--- config.mk ---
export PLATFORM = sky130hd
export DESIGN_NAME = bounded_deque_with_value_search
export DESIGN_NICKNAME = d
export VERILOG_FILES = /design/src/design/bdvs_pkg.sv /design/src/design/bdvs_ram.sv /design/src/design/bdvs_unit.sv /design/src/design/bounded_deque_with_value_search.sv
export SDC_FILE = /design/constraint.sdc
export NUM_CORES = 1
export LEC_CHECK = 0
export BUFFER_PORTS_ARGS = -buffer_cell sky130_fd_sc_hd__buf_2
export CAP_MARGIN = 20
export CORE_UTILIZATION = 52
export CTS_CLUSTER_DIAMETER = 100
export DETAILED_ROUTE_END_ITERATION = 7
export PLACE_DENSITY = 0.7
export SKIP_CTS_REPAIR_TIMING = 1
export SYNTH_ARGS = -nofsm -noshare
export SYNTH_HDL_FRONTEND = slang
export SYNTH_SLANG_ARGS = --single-unit
--- constraint.sdc ---
create_clock -name i_clk -period 7.1 [get_ports i_clk]
set_input_delay 0.71 -clock i_clk [delete_from_list [all_inputs] [get_ports i_clk]]
set_output_delay 0.71 -clock i_clk [all_outputs]
set_load 0.05 [all_outputs]
--- src/design/bdvs_pkg.sv ---
// Package for the bounded deque with value search.
// Holds opcode and status codes and the fixed stream field widths.
// No dependencies.
`timescale 1ns / 1ps
`default_nettype none

package bdvs_pkg;

    // Fixed field widths of the stream channels
    localparam int OPCODE_W    = 3;
    localparam int OPERAND_W   = 32;
    localparam int STATUS_W    = 2;
    localparam int COUNT_OUT_W = 5;
    localparam int OUT_DATA_W  = 8;

    // Operation carried in the input tuser
    typedef enum logic [OPCODE_W-1:0] {
        OP_PUSH_BACK  = 3'd0,
        OP_PUSH_FRONT = 3'd1,
        OP_POP_BACK   = 3'd2,
        OP_POP_FRONT  = 3'd3,
        OP_FIND       = 3'd4,
        OP_DELETE     = 3'd5
    } t_opcode;

    // Result status
    typedef enum logic [STATUS_W-1:0] {
        ST_OK        = 2'd0,
        ST_FULL      = 2'd1,
        ST_EMPTY     = 2'd2,
        ST_NOT_FOUND = 2'd3
    } t_status;

endpackage

`default_nettype wire

--- src/design/bdvs_ram.sv ---
// Generic single-write, single-read RAM with registered read data.
// No dependencies.
`timescale 1ns / 1ps
`default_nettype none

module bdvs_ram #(
    parameter int WIDTH = 32,
    parameter int DEPTH = 16
) (
    input  wire logic                     i_clk,
    input  wire logic                     i_we,
    input  wire logic [$clog2(DEPTH)-1:0] i_waddr,
    input  wire logic [WIDTH-1:0]         i_wdata,
    input  wire logic [$clog2(DEPTH)-1:0] i_raddr,
    output logic      [WIDTH-1:0]         o_rdata
);

    logic [WIDTH-1:0] r_mem [DEPTH];
    logic [WIDTH-1:0] r_rdata;

    // Write port and registered read port
    always_ff @(posedge i_clk) begin
        if (i_we) begin
            r_mem[i_waddr] <= i_wdata;
        end
        r_rdata <= r_mem[i_raddr];
    end

    assign o_rdata = r_rdata;

endmodule

`default_nettype wire

--- src/design/bdvs_unit.sv ---
// Shared address and compare unit: maps a logical position to a physical
// slot of the circular store and compares a read entry with the search key.
// No dependencies.
`timescale 1ns / 1ps
`default_nettype none

module bdvs_unit #(
    parameter int DEPTH       = 16,
    parameter int VALUE_WIDTH = 32
) (
    input  wire logic [$clog2(DEPTH)-1:0] i_head,
    input  wire logic [$clog2(DEPTH)-1:0] i_logical,
    input  wire logic [VALUE_WIDTH-1:0]   i_rdata,
    input  wire logic [VALUE_WIDTH-1:0]   i_key,
    output logic      [$clog2(DEPTH)-1:0] o_addr,
    output logic                          o_match
);

    localparam int AW = $clog2(DEPTH);
    localparam logic [AW:0] DEPTH_W = (AW+1)'(DEPTH);

    logic [AW:0] sum;
    logic [AW:0] wrapped;

    // Add with one conditional subtract: the sum stays below twice the depth
    assign sum     = {1'b0, i_head} + {1'b0, i_logical};
    assign wrapped = sum - DEPTH_W;
    assign o_addr  = (sum >= DEPTH_W) ? wrapped[AW-1:0] : sum[AW-1:0];

    // Key compare
    assign o_match = (i_rdata == i_key);

endmodule

`default_nettype wire

--- src/design/bounded_deque_with_value_search.sv ---
// Top level of the bounded deque with value search: handshake, sequencer,
// output register. Depends on bdvs_pkg, bdvs_ram and bdvs_unit.
//
// Usage:
//   Input channel (s_axis): tuser carries the opcode (push back, push front,
//   pop back, pop front, find, delete value), tdata the operand value.
//   Output channel (m_axis): one result item per input item with status,
//   found flag and the entry count after the operation.
//   One item is worked on at a time; o_s_axis_tready is high while the
//   sequencer is idle, also while a previous result still waits in the
//   output register. The next item can be taken in the same cycle as the
//   result goes valid.
//   Find stops at the first match. Delete scans all live entries, then drops
//   a matching front entry, else a matching back entry, else closes up the
//   later entries over the first match.
//   The entry RAM has a single read port and there is one shared
//   address/compare unit; scans and close-ups handle one entry per cycle.
//   Reset clears the head and the count; the entry RAM is not cleared and
//   needs no clearing pass, since only live entries are read.
//   A stalled receiver holds the result in the output register; a finished
//   item waits in its last state until that register is free.
`timescale 1ns / 1ps
`default_nettype none

module bounded_deque_with_value_search #(
    parameter int DEPTH       = 16,
    parameter int VALUE_WIDTH = 32
) (
    input  wire logic        i_clk,
    input  wire logic        i_rst_n,
    // Input item
    input  wire logic        i_s_axis_tvalid,
    output logic             o_s_axis_tready,
    // tdata: [31:0] operand_value
    input  wire logic [31:0] i_s_axis_tdata,
    // tuser: [2:0] opcode
    input  wire logic [2:0]  i_s_axis_tuser,
    // Result item
    output logic             o_m_axis_tvalid,
    input  wire logic        i_m_axis_tready,
    // tdata: [1:0] status, [2] found, [7:3] entry_count
    output logic [7:0]       o_m_axis_tdata
);

    localparam int AW = $clog2(DEPTH);
    localparam int CW = $clog2(DEPTH + 1);

    typedef enum logic [5:0] {
        S_IDLE    = 6'b000001,
        S_EXEC    = 6'b000010,
        S_SCAN    = 6'b000100,
        S_RESOLVE = 6'b001000,
        S_SHIFT   = 6'b010000,
        S_DONE    = 6'b100000
    } t_state;

    // Control registers
    t_state                              r_state, n_state;
    logic [AW-1:0]                       r_head, n_head;
    logic [CW-1:0]                       r_count, n_count;
    logic                                r_pend, n_pend;
    logic                                r_out_valid, n_out_valid;

    // Payload registers
    bdvs_pkg::t_opcode                   r_op, n_op;
    logic [VALUE_WIDTH-1:0]              r_key, n_key;
    logic [CW-1:0]                       r_idx, n_idx;
    logic [CW-1:0]                       r_cmp_idx, n_cmp_idx;
    logic [AW-1:0]                       r_cmp_addr, n_cmp_addr;
    logic [CW-1:0]                       r_first, n_first;
    logic [AW-1:0]                       r_first_addr, n_first_addr;
    logic                                r_have_first, n_have_first;
    logic                                r_back_match, n_back_match;
    logic [AW-1:0]                       r_waddr, n_waddr;
    bdvs_pkg::t_status                   r_status, n_status;
    logic                                r_found, n_found;
    logic [bdvs_pkg::OUT_DATA_W-1:0]     r_out_data, n_out_data;

    // Datapath wires
    logic [AW-1:0]                       unit_logical;
    logic [AW-1:0]                       unit_addr;
    logic                                unit_match;
    logic [VALUE_WIDTH-1:0]              ram_rdata;
    logic                                ram_we;
    logic [AW-1:0]                       ram_waddr;
    logic [VALUE_WIDTH-1:0]              ram_wdata;

    logic                                in_accept;
    logic                                is_full;
    logic                                is_empty;
    logic                                issue;

    assign in_accept = i_s_axis_tvalid && o_s_axis_tready;
    assign is_full   = (r_count == CW'(DEPTH));
    assign is_empty  = (r_count == '0);
    assign issue     = (r_idx < r_count);

    // Entry store
    bdvs_ram #(
        .WIDTH (VALUE_WIDTH),
        .DEPTH (DEPTH)
    ) u_ram (
        .i_clk   (i_clk),
        .i_we    (ram_we),
        .i_waddr (ram_waddr),
        .i_wdata (ram_wdata),
        .i_raddr (unit_addr),
        .o_rdata (ram_rdata)
    );

    // Shared address and compare unit
    bdvs_unit #(
        .DEPTH       (DEPTH),
        .VALUE_WIDTH (VALUE_WIDTH)
    ) u_unit (
        .i_head    (r_head),
        .i_logical (unit_logical),
        .i_rdata   (ram_rdata),
        .i_key     (r_key),
        .o_addr    (unit_addr),
        .o_match   (unit_match)
    );

    // Select the logical position fed to the shared unit
    always_comb begin
        unit_logical = '0;
        case (r_state)
            S_EXEC: begin
                case (r_op)
                    bdvs_pkg::OP_PUSH_BACK:  unit_logical = r_count[AW-1:0];
                    bdvs_pkg::OP_PUSH_FRONT: unit_logical = AW'(DEPTH - 1);
                    bdvs_pkg::OP_POP_FRONT:  unit_logical = AW'(1);
                    default:                 unit_logical = '0;
                endcase
            end
            S_SCAN:    unit_logical = r_idx[AW-1:0];
            S_SHIFT:   unit_logical = r_idx[AW-1:0];
            S_RESOLVE: unit_logical = AW'(1);
            default:   unit_logical = '0;
        endcase
    end

    // Drive the RAM write port: pushes in EXEC, close-up moves in SHIFT
    always_comb begin
        ram_we    = 1'b0;
        ram_waddr = unit_addr;
        ram_wdata = r_key;
        if (r_state == S_EXEC && !is_full &&
            (r_op == bdvs_pkg::OP_PUSH_BACK || r_op == bdvs_pkg::OP_PUSH_FRONT)) begin
            ram_we = 1'b1;
        end else if (r_state == S_SHIFT && r_pend) begin
            ram_we    = 1'b1;
            ram_waddr = r_waddr;
            ram_wdata = ram_rdata;
        end
    end

    // Sequencer
    always_comb begin
        n_state      = r_state;
        n_head       = r_head;
        n_count      = r_count;
        n_pend       = r_pend;
        n_out_valid  = r_out_valid;
        n_op         = r_op;
        n_key        = r_key;
        n_idx        = r_idx;
        n_cmp_idx    = r_cmp_idx;
        n_cmp_addr   = r_cmp_addr;
        n_first      = r_first;
        n_first_addr = r_first_addr;
        n_have_first = r_have_first;
        n_back_match = r_back_match;
        n_waddr      = r_waddr;
        n_status     = r_status;
        n_found      = r_found;
        n_out_data   = r_out_data;

        // Drop the result once taken
        if (r_out_valid && i_m_axis_tready) begin
            n_out_valid = 1'b0;
        end

        case (r_state)
            S_IDLE: begin
                if (in_accept) begin
                    n_op     = bdvs_pkg::t_opcode'(i_s_axis_tuser);
                    n_key    = VALUE_WIDTH'(i_s_axis_tdata);
                    n_status = bdvs_pkg::ST_OK;
                    n_found  = 1'b0;
                    n_state  = S_EXEC;
                end
            end

            S_EXEC: begin
                n_idx        = '0;
                n_pend       = 1'b0;
                n_have_first = 1'b0;
                n_back_match = 1'b0;
                n_state      = S_DONE;
                case (r_op)
                    bdvs_pkg::OP_PUSH_BACK: begin
                        if (is_full) n_status = bdvs_pkg::ST_FULL;
                        else         n_count  = r_count + CW'(1);
                    end
                    bdvs_pkg::OP_PUSH_FRONT: begin
                        if (is_full) begin
                            n_status = bdvs_pkg::ST_FULL;
                        end else begin
                            n_head  = unit_addr;
                            n_count = r_count + CW'(1);
                        end
                    end
                    bdvs_pkg::OP_POP_BACK: begin
                        if (is_empty) n_status = bdvs_pkg::ST_EMPTY;
                        else          n_count  = r_count - CW'(1);
                    end
                    bdvs_pkg::OP_POP_FRONT: begin
                        if (is_empty) begin
                            n_status = bdvs_pkg::ST_EMPTY;
                        end else begin
                            n_head  = unit_addr;
                            n_count = r_count - CW'(1);
                        end
                    end
                    bdvs_pkg::OP_FIND: begin
                        if (!is_empty) n_state = S_SCAN;
                    end
                    bdvs_pkg::OP_DELETE: begin
                        if (is_empty) n_status = bdvs_pkg::ST_EMPTY;
                        else          n_state  = S_SCAN;
                    end
                    default: n_state = S_DONE;
                endcase
            end

            S_SCAN: begin
                // Issue the next read
                if (issue) begin
                    n_idx      = r_idx + CW'(1);
                    n_pend     = 1'b1;
                    n_cmp_idx  = r_idx;
                    n_cmp_addr = unit_addr;
                end else begin
                    n_pend = 1'b0;
                end
                // Scan finished with no early exit
                if (!issue && !r_pend) begin
                    n_state = (r_op == bdvs_pkg::OP_FIND) ? S_DONE : S_RESOLVE;
                end
                // Evaluate the entry read last cycle
                if (r_pend && unit_match) begin
                    if (r_op == bdvs_pkg::OP_FIND) begin
                        n_found = 1'b1;
                        n_pend  = 1'b0;
                        n_state = S_DONE;
                    end else begin
                        if (!r_have_first) begin
                            n_have_first = 1'b1;
                            n_first      = r_cmp_idx;
                            n_first_addr = r_cmp_addr;
                        end
                        if (r_cmp_idx == r_count - CW'(1)) begin
                            n_back_match = 1'b1;
                        end
                    end
                end
            end

            S_RESOLVE: begin
                n_state = S_DONE;
                if (r_have_first && r_first == '0) begin
                    // Front entry matches: drop it
                    n_head  = unit_addr;
                    n_count = r_count - CW'(1);
                end else if (r_back_match) begin
                    // Back entry matches: drop it
                    n_count = r_count - CW'(1);
                end else if (r_have_first) begin
                    // Middle entry: close up the later entries
                    n_idx   = r_first + CW'(1);
                    n_waddr = r_first_addr;
                    n_pend  = 1'b0;
                    n_state = S_SHIFT;
                end else begin
                    n_status = bdvs_pkg::ST_NOT_FOUND;
                end
            end

            S_SHIFT: begin
                // Read entry j+1, write it one slot toward the front
                if (issue) begin
                    n_idx      = r_idx + CW'(1);
                    n_pend     = 1'b1;
                    n_cmp_addr = unit_addr;
                end else begin
                    n_pend = 1'b0;
                end
                if (r_pend) begin
                    n_waddr = r_cmp_addr;
                end
                if (!issue && !r_pend) begin
                    n_count = r_count - CW'(1);
                    n_state = S_DONE;
                end
            end

            S_DONE: begin
                // Hold until the output register is free
                if (!r_out_valid || i_m_axis_tready) begin
                    n_out_valid = 1'b1;
                    n_out_data  = {bdvs_pkg::COUNT_OUT_W'(r_count), r_found, r_status};
                    n_state     = S_IDLE;
                end
            end

            default: n_state = S_IDLE;
        endcase
    end

    // Control state with reset
    always_ff @(posedge i_clk) begin
        if (!i_rst_n) begin
            r_state     <= S_IDLE;
            r_head      <= '0;
            r_count     <= '0;
            r_pend      <= 1'b0;
            r_out_valid <= 1'b0;
        end else begin
            r_state     <= n_state;
            r_head      <= n_head;
            r_count     <= n_count;
            r_pend      <= n_pend;
            r_out_valid <= n_out_valid;
        end
    end

    // Payload registers
    always_ff @(posedge i_clk) begin
        r_op         <= n_op;
        r_key        <= n_key;
        r_idx        <= n_idx;
        r_cmp_idx    <= n_cmp_idx;
        r_cmp_addr   <= n_cmp_addr;
        r_first      <= n_first;
        r_first_addr <= n_first_addr;
        r_have_first <= n_have_first;
        r_back_match <= n_back_match;
        r_waddr      <= n_waddr;
        r_status     <= n_status;
        r_found      <= n_found;
        r_out_data   <= n_out_data;
    end

    assign o_s_axis_tready = (r_state == S_IDLE);
    assign o_m_axis_tvalid = r_out_valid;
    assign o_m_axis_tdata  = r_out_data;

    // Checks
    a_count_bound: assert property (@(posedge i_clk) disable iff (!i_rst_n)
        r_count <= CW'(DEPTH))
        else $error("entry count exceeds depth");

    a_write_states: assert property (@(posedge i_clk) disable iff (!i_rst_n)
        ram_we |-> (r_state == S_EXEC || r_state == S_SHIFT))
        else $error("entry store written outside push or close-up");

    a_head_moves: assert property (@(posedge i_clk) disable iff (!i_rst_n)
        (r_state != S_EXEC && r_state != S_RESOLVE) |=> $stable(r_head))
        else $error("head moved outside exec or resolve");

    a_pend_scope: assert property (@(posedge i_clk) disable iff (!i_rst_n)
        r_pend |-> (r_state == S_SCAN || r_state == S_SHIFT))
        else $error("read pending outside scan or shift");

endmodule

`default_nettype wire
==> results of run 1 <==
==> power groups by stage <==
stage	Sequential [mW]	Clock (mW)	Combinational, mW
finish	4.18	3.30	0.215
global placement	4.26	0	0.209
CTS	4.18	3.36	0.218
global route	4.19	3.49	0.236
detailed placement	4.26	0	0.218
floorplan	4.25	0	0.144
==> flip-flops by register name (all words and copies together), names as in the netlist, 6 cells and up <==
| register | count |
|---|---|
| u_ram.r_mem | 512 |
| r_key | 32 |
| u_ram.o_rdata | 32 |
| o_m_axis_tdata | 8 |
| r_state | 6 |
==> final timing paths <==
path / cells after the start / to / start / slack (ns)
min: 1 / r_key[0]$_DFFE_PP_ / i_s_axis_tdata[0] / 0.27
min reg2reg: 0 / o_m_axis_tdata[1]$_DFFE_PP_ / r_status[1]$_DFFE_PP_ / 0.42
max reg2reg: 9 / u_ram.r_mem[3][0]$_DFFE_PP_ / r_state[0]$_SDFFE_PN1P_ / 1.78
max: 9 / u_ram.r_mem[3][0]$_DFFE_PP_ / r_state[0]$_SDFFE_PN1P_ / 1.78
==> critical path: cells and delay by family (launching register included) <==
| kind | cells | cell delay (ns) |
|---|---|---|
| flip-flops | 1 | 0.41 |
| AND/OR/NAND/NOR | 4 | 1.97 |
| AO/OA/AOI/OAI | 2 | 1.10 |
| adder cells (fa/ha/maj) | 2 | 1.21 |
| buffers and inverters | 1 | 0.35 |
==> layout make-up <==
| type | count | area [um2] | share of cell area (%) |
|---|---|---|---|
| inverter | 18 | 70.1 | 0.250 |
| timing repair buffer | 72 | 445 | 1.59 |
| clock inverter | 47 | 522 | 1.86 |
| clock buffer | 66 | 1520 | 5.44 |
| sequential | 636 | 18600 | 66.4 |
| tap | 607 | 759 | 2.71 |
| multi-input combinational | 550 | 6090 | 21.7 |
==> stage by stage <==
step	util, %	power [mW]	std cells	instance area [um2]	worst slack (ns)
after floorplan	-	4.39	1259	24900	2.14
after global placement	55.3	4.47	1881	25900	1.93
after detailed placement	55.4	4.48	1883	26000	1.80
after CTS	59.8	7.77	1996	28000	1.75
after global routing	59.8	7.92	1996	28000	1.52
final	59.8	7.70	1996	28000	1.78
==> cell families after synthesis <==
kind of cell    synth area share [%]
compound gates                  2.14
xor+xnor                        1.79
fa+ha+maj                      0.583
buf+inv                         1.37
flops                           74.7
mux                             14.8
simple gates                    4.57
==> cell usage in the layout (no fill, tap or decap), types with 15 or more instances in the layout <==
cell | synthesis | final
edfxtp_1 | 587 | 587
mux4_2 | 160 | 160
nand2_1 | 131 | 131
clkbuf_16 | 0 | 60
dfxtp_1 | 49 | 49
buf_2 | 16 | 48
xnor2_1 | 45 | 45
nor2_1 | 43 | 27
buf_4 | 0 | 22
o21ai_0 | 18 | 18
nor2_4 | 0 | 16
clkinv_2 | 0 | 16
inv_1 | 16 | 15
==> synthesized netlist by cell type, drive strengths merged, types with 3 or more instances <==
master  count  area share, %
and3        4           0.12
clkbuf     28           0.42
nand2b      3          0.075
xor2        6           0.21
edfxtp    587             71
nor4        5           0.15
nand4       9           0.23
nor2b       8           0.20
nor3       11           0.27
o21a        5           0.15
ha         10           0.50
nand3      12           0.24
or3         4           0.12
dfxtp      49            3.9
o21ai      20           0.42
a21boi      4           0.12
a21o        5           0.15
o22ai       5           0.15
mux2i       6           0.24
inv        18           0.28
a21oi      11           0.22
xnor2      45            1.6
buf        27           0.67
nor2       43           0.65
o221ai      4           0.14
nand2     133            2.0
a31oi       6           0.24
nor3b       6           0.23
mux4      160             14
==> metal layers <==
layer / wire [um] / up-vias
li1: - / 5240
met1: 21500 / 6323
met2: 25700 / 382
met3: 3150 / 84
met4: 1330 / 0
met5: 0 / -
==> flow_summary.yaml, run 1 <==
run_status:
  outcome: "finished, violations left"
  violations: "design-rule violations"
clocking:
  cts_buffers: 60
  clk_pin_slew_ns: 0.06
  clock_sinks: 636
  cts_tree: "done"
  insertion_delay_ns: 0.62
  htreeDepth: 2
  root_buffer: "clkbuf_16"
  clockBufferDepth: 3
sta:
  whs_ns: 0.265
  hold_violations: 0
  post-route-period-util_pct: 74.9
  min_period_ns: 5.32
  skew_ns: 0.0221
  tightest_slew_ns: 1.03
  max-slew-margin-rel_pct: 31.2
  setup_tns_ns: 0
  slew_violations: 0
  rsz0062_at_grt: "no"
  setup_viol: 0
  max_freq_mhz: 188
floorplanning:
  fp-row-count: 79
  die_h_um: 221
  ios: 49
  coreArea_mm2: 0.0469
  die-width_um: 221
  initial_core_util_pct: 53.1
  die_area_mm2: 0.0488
layout:
  nets: 1388
  diodes: 0
  layout-drive-gt1-share_pct: 26.3
  area_growth_pct: 12.5
  nFillCells: 3353
placed_design:
  place.gp.congestion: 0.831
  dpl.hpwl_um: 30400
  port_buffers: 48
yosys:
  synth-edff-count: 587
  netlist_instances: 1259
  ys_ff_latch: 636
  synth_ff_type: "edfxtp_1"
  ys_warn_count: 0
  syn-cell-area_mm2: 0.0249
  ys_seq_area_share_pct: 74.7
  synth.avg_cell_area_um2: 19.8
  yosysUniqueCellTypes: 65
  synthArstFlopShare_pct: 0
  synth_nets: 1309
power:
  clkPwrFrac_pct: 42.9
  peakVddDrop_mv: 0.211
  seqPwrFrac_pct: 54.3
  p_leak_nw: 8.83
  switching_share_pct: 20.0
  combPwrFrac_pct: 2.8
  internal_power_mw: 6.17
  powerDensity_mw_per_mm2: 275
  p_sw_mw: 1.54
global_route:
  grt_use_met2_pct: 35.6
  track_usage_pct: 21.8
  grt_pass1_vias: 12600
  overflow: 0
  use_met3_pct: 3.76
  grt_max_degree: 57
  grt-busiest-layer: "met2"
  antenna_found_initial: 0
  grt_use_met1_pct: 30.2
  grt_pass1_wl_um: 78500
min_path:
  min_path_type: "input port to register"
flow_run:
  cap_violations: 0
routing:
  dr.pass1.iters: 7
  wl_um: 51700
  avgViaCountPerCell: 6.03
  wl_per_cell_um: 25.9
  drcViolationCount: 2
  drtIter0Drc: 1290
  drtAntennaViolNets: 0
  via_count: 12000
setup_path:
  cp_cell_sequence: "nor4_1 > nand3b_1 > o311ai_0 > ha_4 > fa_4 > and3_1 > a31oi_1 > nor2_4 > buf_4"
  startpoint_type: "register"
  slowest_stage: "fa_4"
  path_max_fanout: 56
  cpPeakStageDelay_ns: 0.97
  worstPathArrival_ns: 5.66
  worstPathRequired_ns: 7.44
  crit_type: "register to register"
  cp-end-kind: "register"
(Power assumes the default switching activity.)
==> run 2, diff against run 1 <==
==> constraint.sdc (replaced) <==
create_clock -name i_clk -period 5.16 [get_ports i_clk]
set_input_delay 0.516 -clock i_clk [delete_from_list [all_inputs] [get_ports i_clk]]
set_output_delay 0.516 -clock i_clk [all_outputs]
set_load 0.05 [all_outputs]
==> flow_summary.yaml, run 2 (same netlist as run 1, synthesis figures left out) <==
clocking:
  cts_tree: "done"
  root_buffer: "clkbuf_16"
  clock_sinks: 636
  insertion_delay_ns: 0.58
  clockBufferDepth: 3
  clk_pin_slew_ns: 0.06
  htreeDepth: 3
  cts_buffers: 66
routing:
  drcViolationCount: 4
  wl_per_cell_um: 26.2
  drtIter0Drc: 1300
  drtAntennaViolNets: 0
  via_count: 12200
  avgViaCountPerCell: 6.03
  wl_um: 52900
  dr.pass1.iters: 7
global_route:
  track_usage_pct: 22.2
  grt_pass1_vias: 12600
  overflow: 0
  grt_max_degree: 118
  antenna_found_initial: 1
  grt_pass1_wl_um: 79000
setup_path:
  worstPathArrival_ns: 5.02
  crit_type: "register to register"
  cp-end-kind: "register"
  startpoint_type: "register"
  path_max_fanout: 19
  worstPathRequired_ns: 5.45
placed_design:
  port_buffers: 48
  placed_cell_area_mm2: 0.0261
  dp_cells: 1895
  dpl.hpwl_um: 30200
  post-place-ws_ns: 0.495
  place.gp.congestion: 0.830
layout:
  layout-drive-gt1-share_pct: 25.8
  nets: 1406
  layout_common_cells: "edfxtp_1, mux4_2, nand2_1"
  top_register: "u_ram.r_mem"
  layout_commonest_cell: "edfxtp_1"
  nFillCells: 3343
  largest_reg_flops: 512
  final_cell_count_no_fill: 2014
  design_area_mm2: 0.0281
  post-route-util_pct: 60.1
  area_growth_pct: 13.0
sta:
  hold_violations: 0
  setup_ws_ns: 0.428
  skew_ns: 0.0220
  setup_viol: 0
  post-route-period-util_pct: 91.7
  setup_tns_ns: 0
  whs_ns: 0.106
  min_period_ns: 4.73
  max-slew-margin-rel_pct: 33.2
  max_freq_mhz: 211
  slew_violations: 0
  rsz0062_at_grt: "no"
  tightest_slew_ns: 0.998
floorplanning:
  coreArea_mm2: 0.0469
  ios: 49
  die_area_mm2: 0.0488
  fp-row-count: 79
  initial_core_util_pct: 53.1
  die_h_um: 221
  die-width_um: 221
power:
  peakVddDrop_mv: 0.281
  p_leak_nw: 8.88
  power_mw: 10.5
  powerDensity_mw_per_mm2: 373
flow_run:
  cap_violations: 0
run_status:
  violations: "design-rule violations"
  outcome: "finished, violations left"
min_path:
  min_path_type: "input port to register"
run 2: changes by cell type in the layout (fill, tap and decap cells not counted):
| cell | delta |
|---|---|
| clkinv_8 | -1 |
| clkbuf_1 | +18 |
| clkinv_2 | -13 |
| clkinv_1 | +1 |
| clkinv_4 | +1 |
| buf_4 | +7 |
| diode_2 | +1 |
| inv_6 | +1 |
| buf_12 | +5 |
| clkbuf_8 | +3 |
| clkinvlp_4 | -5 |
| clkbuf_16 | +9 |
| bufinv_16 | -9 |
run 2: layout make-up:
| class | count | area, um2 | share of cell area, % |
|---|---|---|---|
| Timing Repair Buffer | 84 | 598 | 2.13 |
| Inverter | 18 | 70.1 | 0.249 |
| Tap cell | 607 | 759 | 2.70 |
| Sequential cell | 636 | 18600 | 66.1 |
| Clock inverter | 22 | 154 | 0.547 |
| Antenna cell | 1 | 2.50 | 0.00889 |
| Multi-Input combinational cell | 550 | 6090 | 21.6 |
| Clock buffer | 96 | 1860 | 6.60 |
run 2: final timing paths:
| path | from | to | slack [ns] | cells after the start |
|---|---|---|---|---|
| hold / removal | i_s_axis_tdata[21] | r_key[21]$_DFFE_PP_ | 0.11 | 1 |
| hold reg to reg | r_status[0]$_DFFE_PP_ | o_m_axis_tdata[0]$_DFFE_PP_ | 0.42 | 0 |
| setup / recovery | r_state[3]$_SDFFE_PN0P_ | u_ram.r_mem[10][1]$_DFFE_PP_ | 0.43 | 9 |
| setup reg to reg | r_state[3]$_SDFFE_PN0P_ | u_ram.r_mem[10][1]$_DFFE_PP_ | 0.43 | 9 |
run 2: critical path: stages (launching register included):
cell       delay, ns
dfxtp_1         0.50
nor4_2          0.43
nand2_2         0.20
o311ai_0        0.75
ha_4            0.24
fa_4            0.78
nand2_1         0.13
a2bb2oi_1       0.74
nor2_4          0.30
buf_4           0.37
run 2: power by group:
part / leakage [nW] / total, mW / internal, mW / switching (mW)
Clock: 0.975 / 4.45 / 2.60 / 1.86
Sequential: 5.71 / 5.76 / 5.71 / 0.0430
Combinational: 2.19 / 0.298 / 0.0941 / 0.203
Total: 8.88 / 10.5 / 8.41 / 2.10
run 2: per-layer routing:
| layer | vias to the layer above | GRT usage, % | wire [um] |
|---|---|---|---|
| met3 | 89 | 3.97 | 3080 |
| li1 | 5265 | - | - |
| met4 | 0 | 6.72 | 1230 |
| met1 | 6380 | 30.3 | 22100 |
| met2 | 418 | 36.7 | 26500 |
| met5 | - | 0 | 0 |
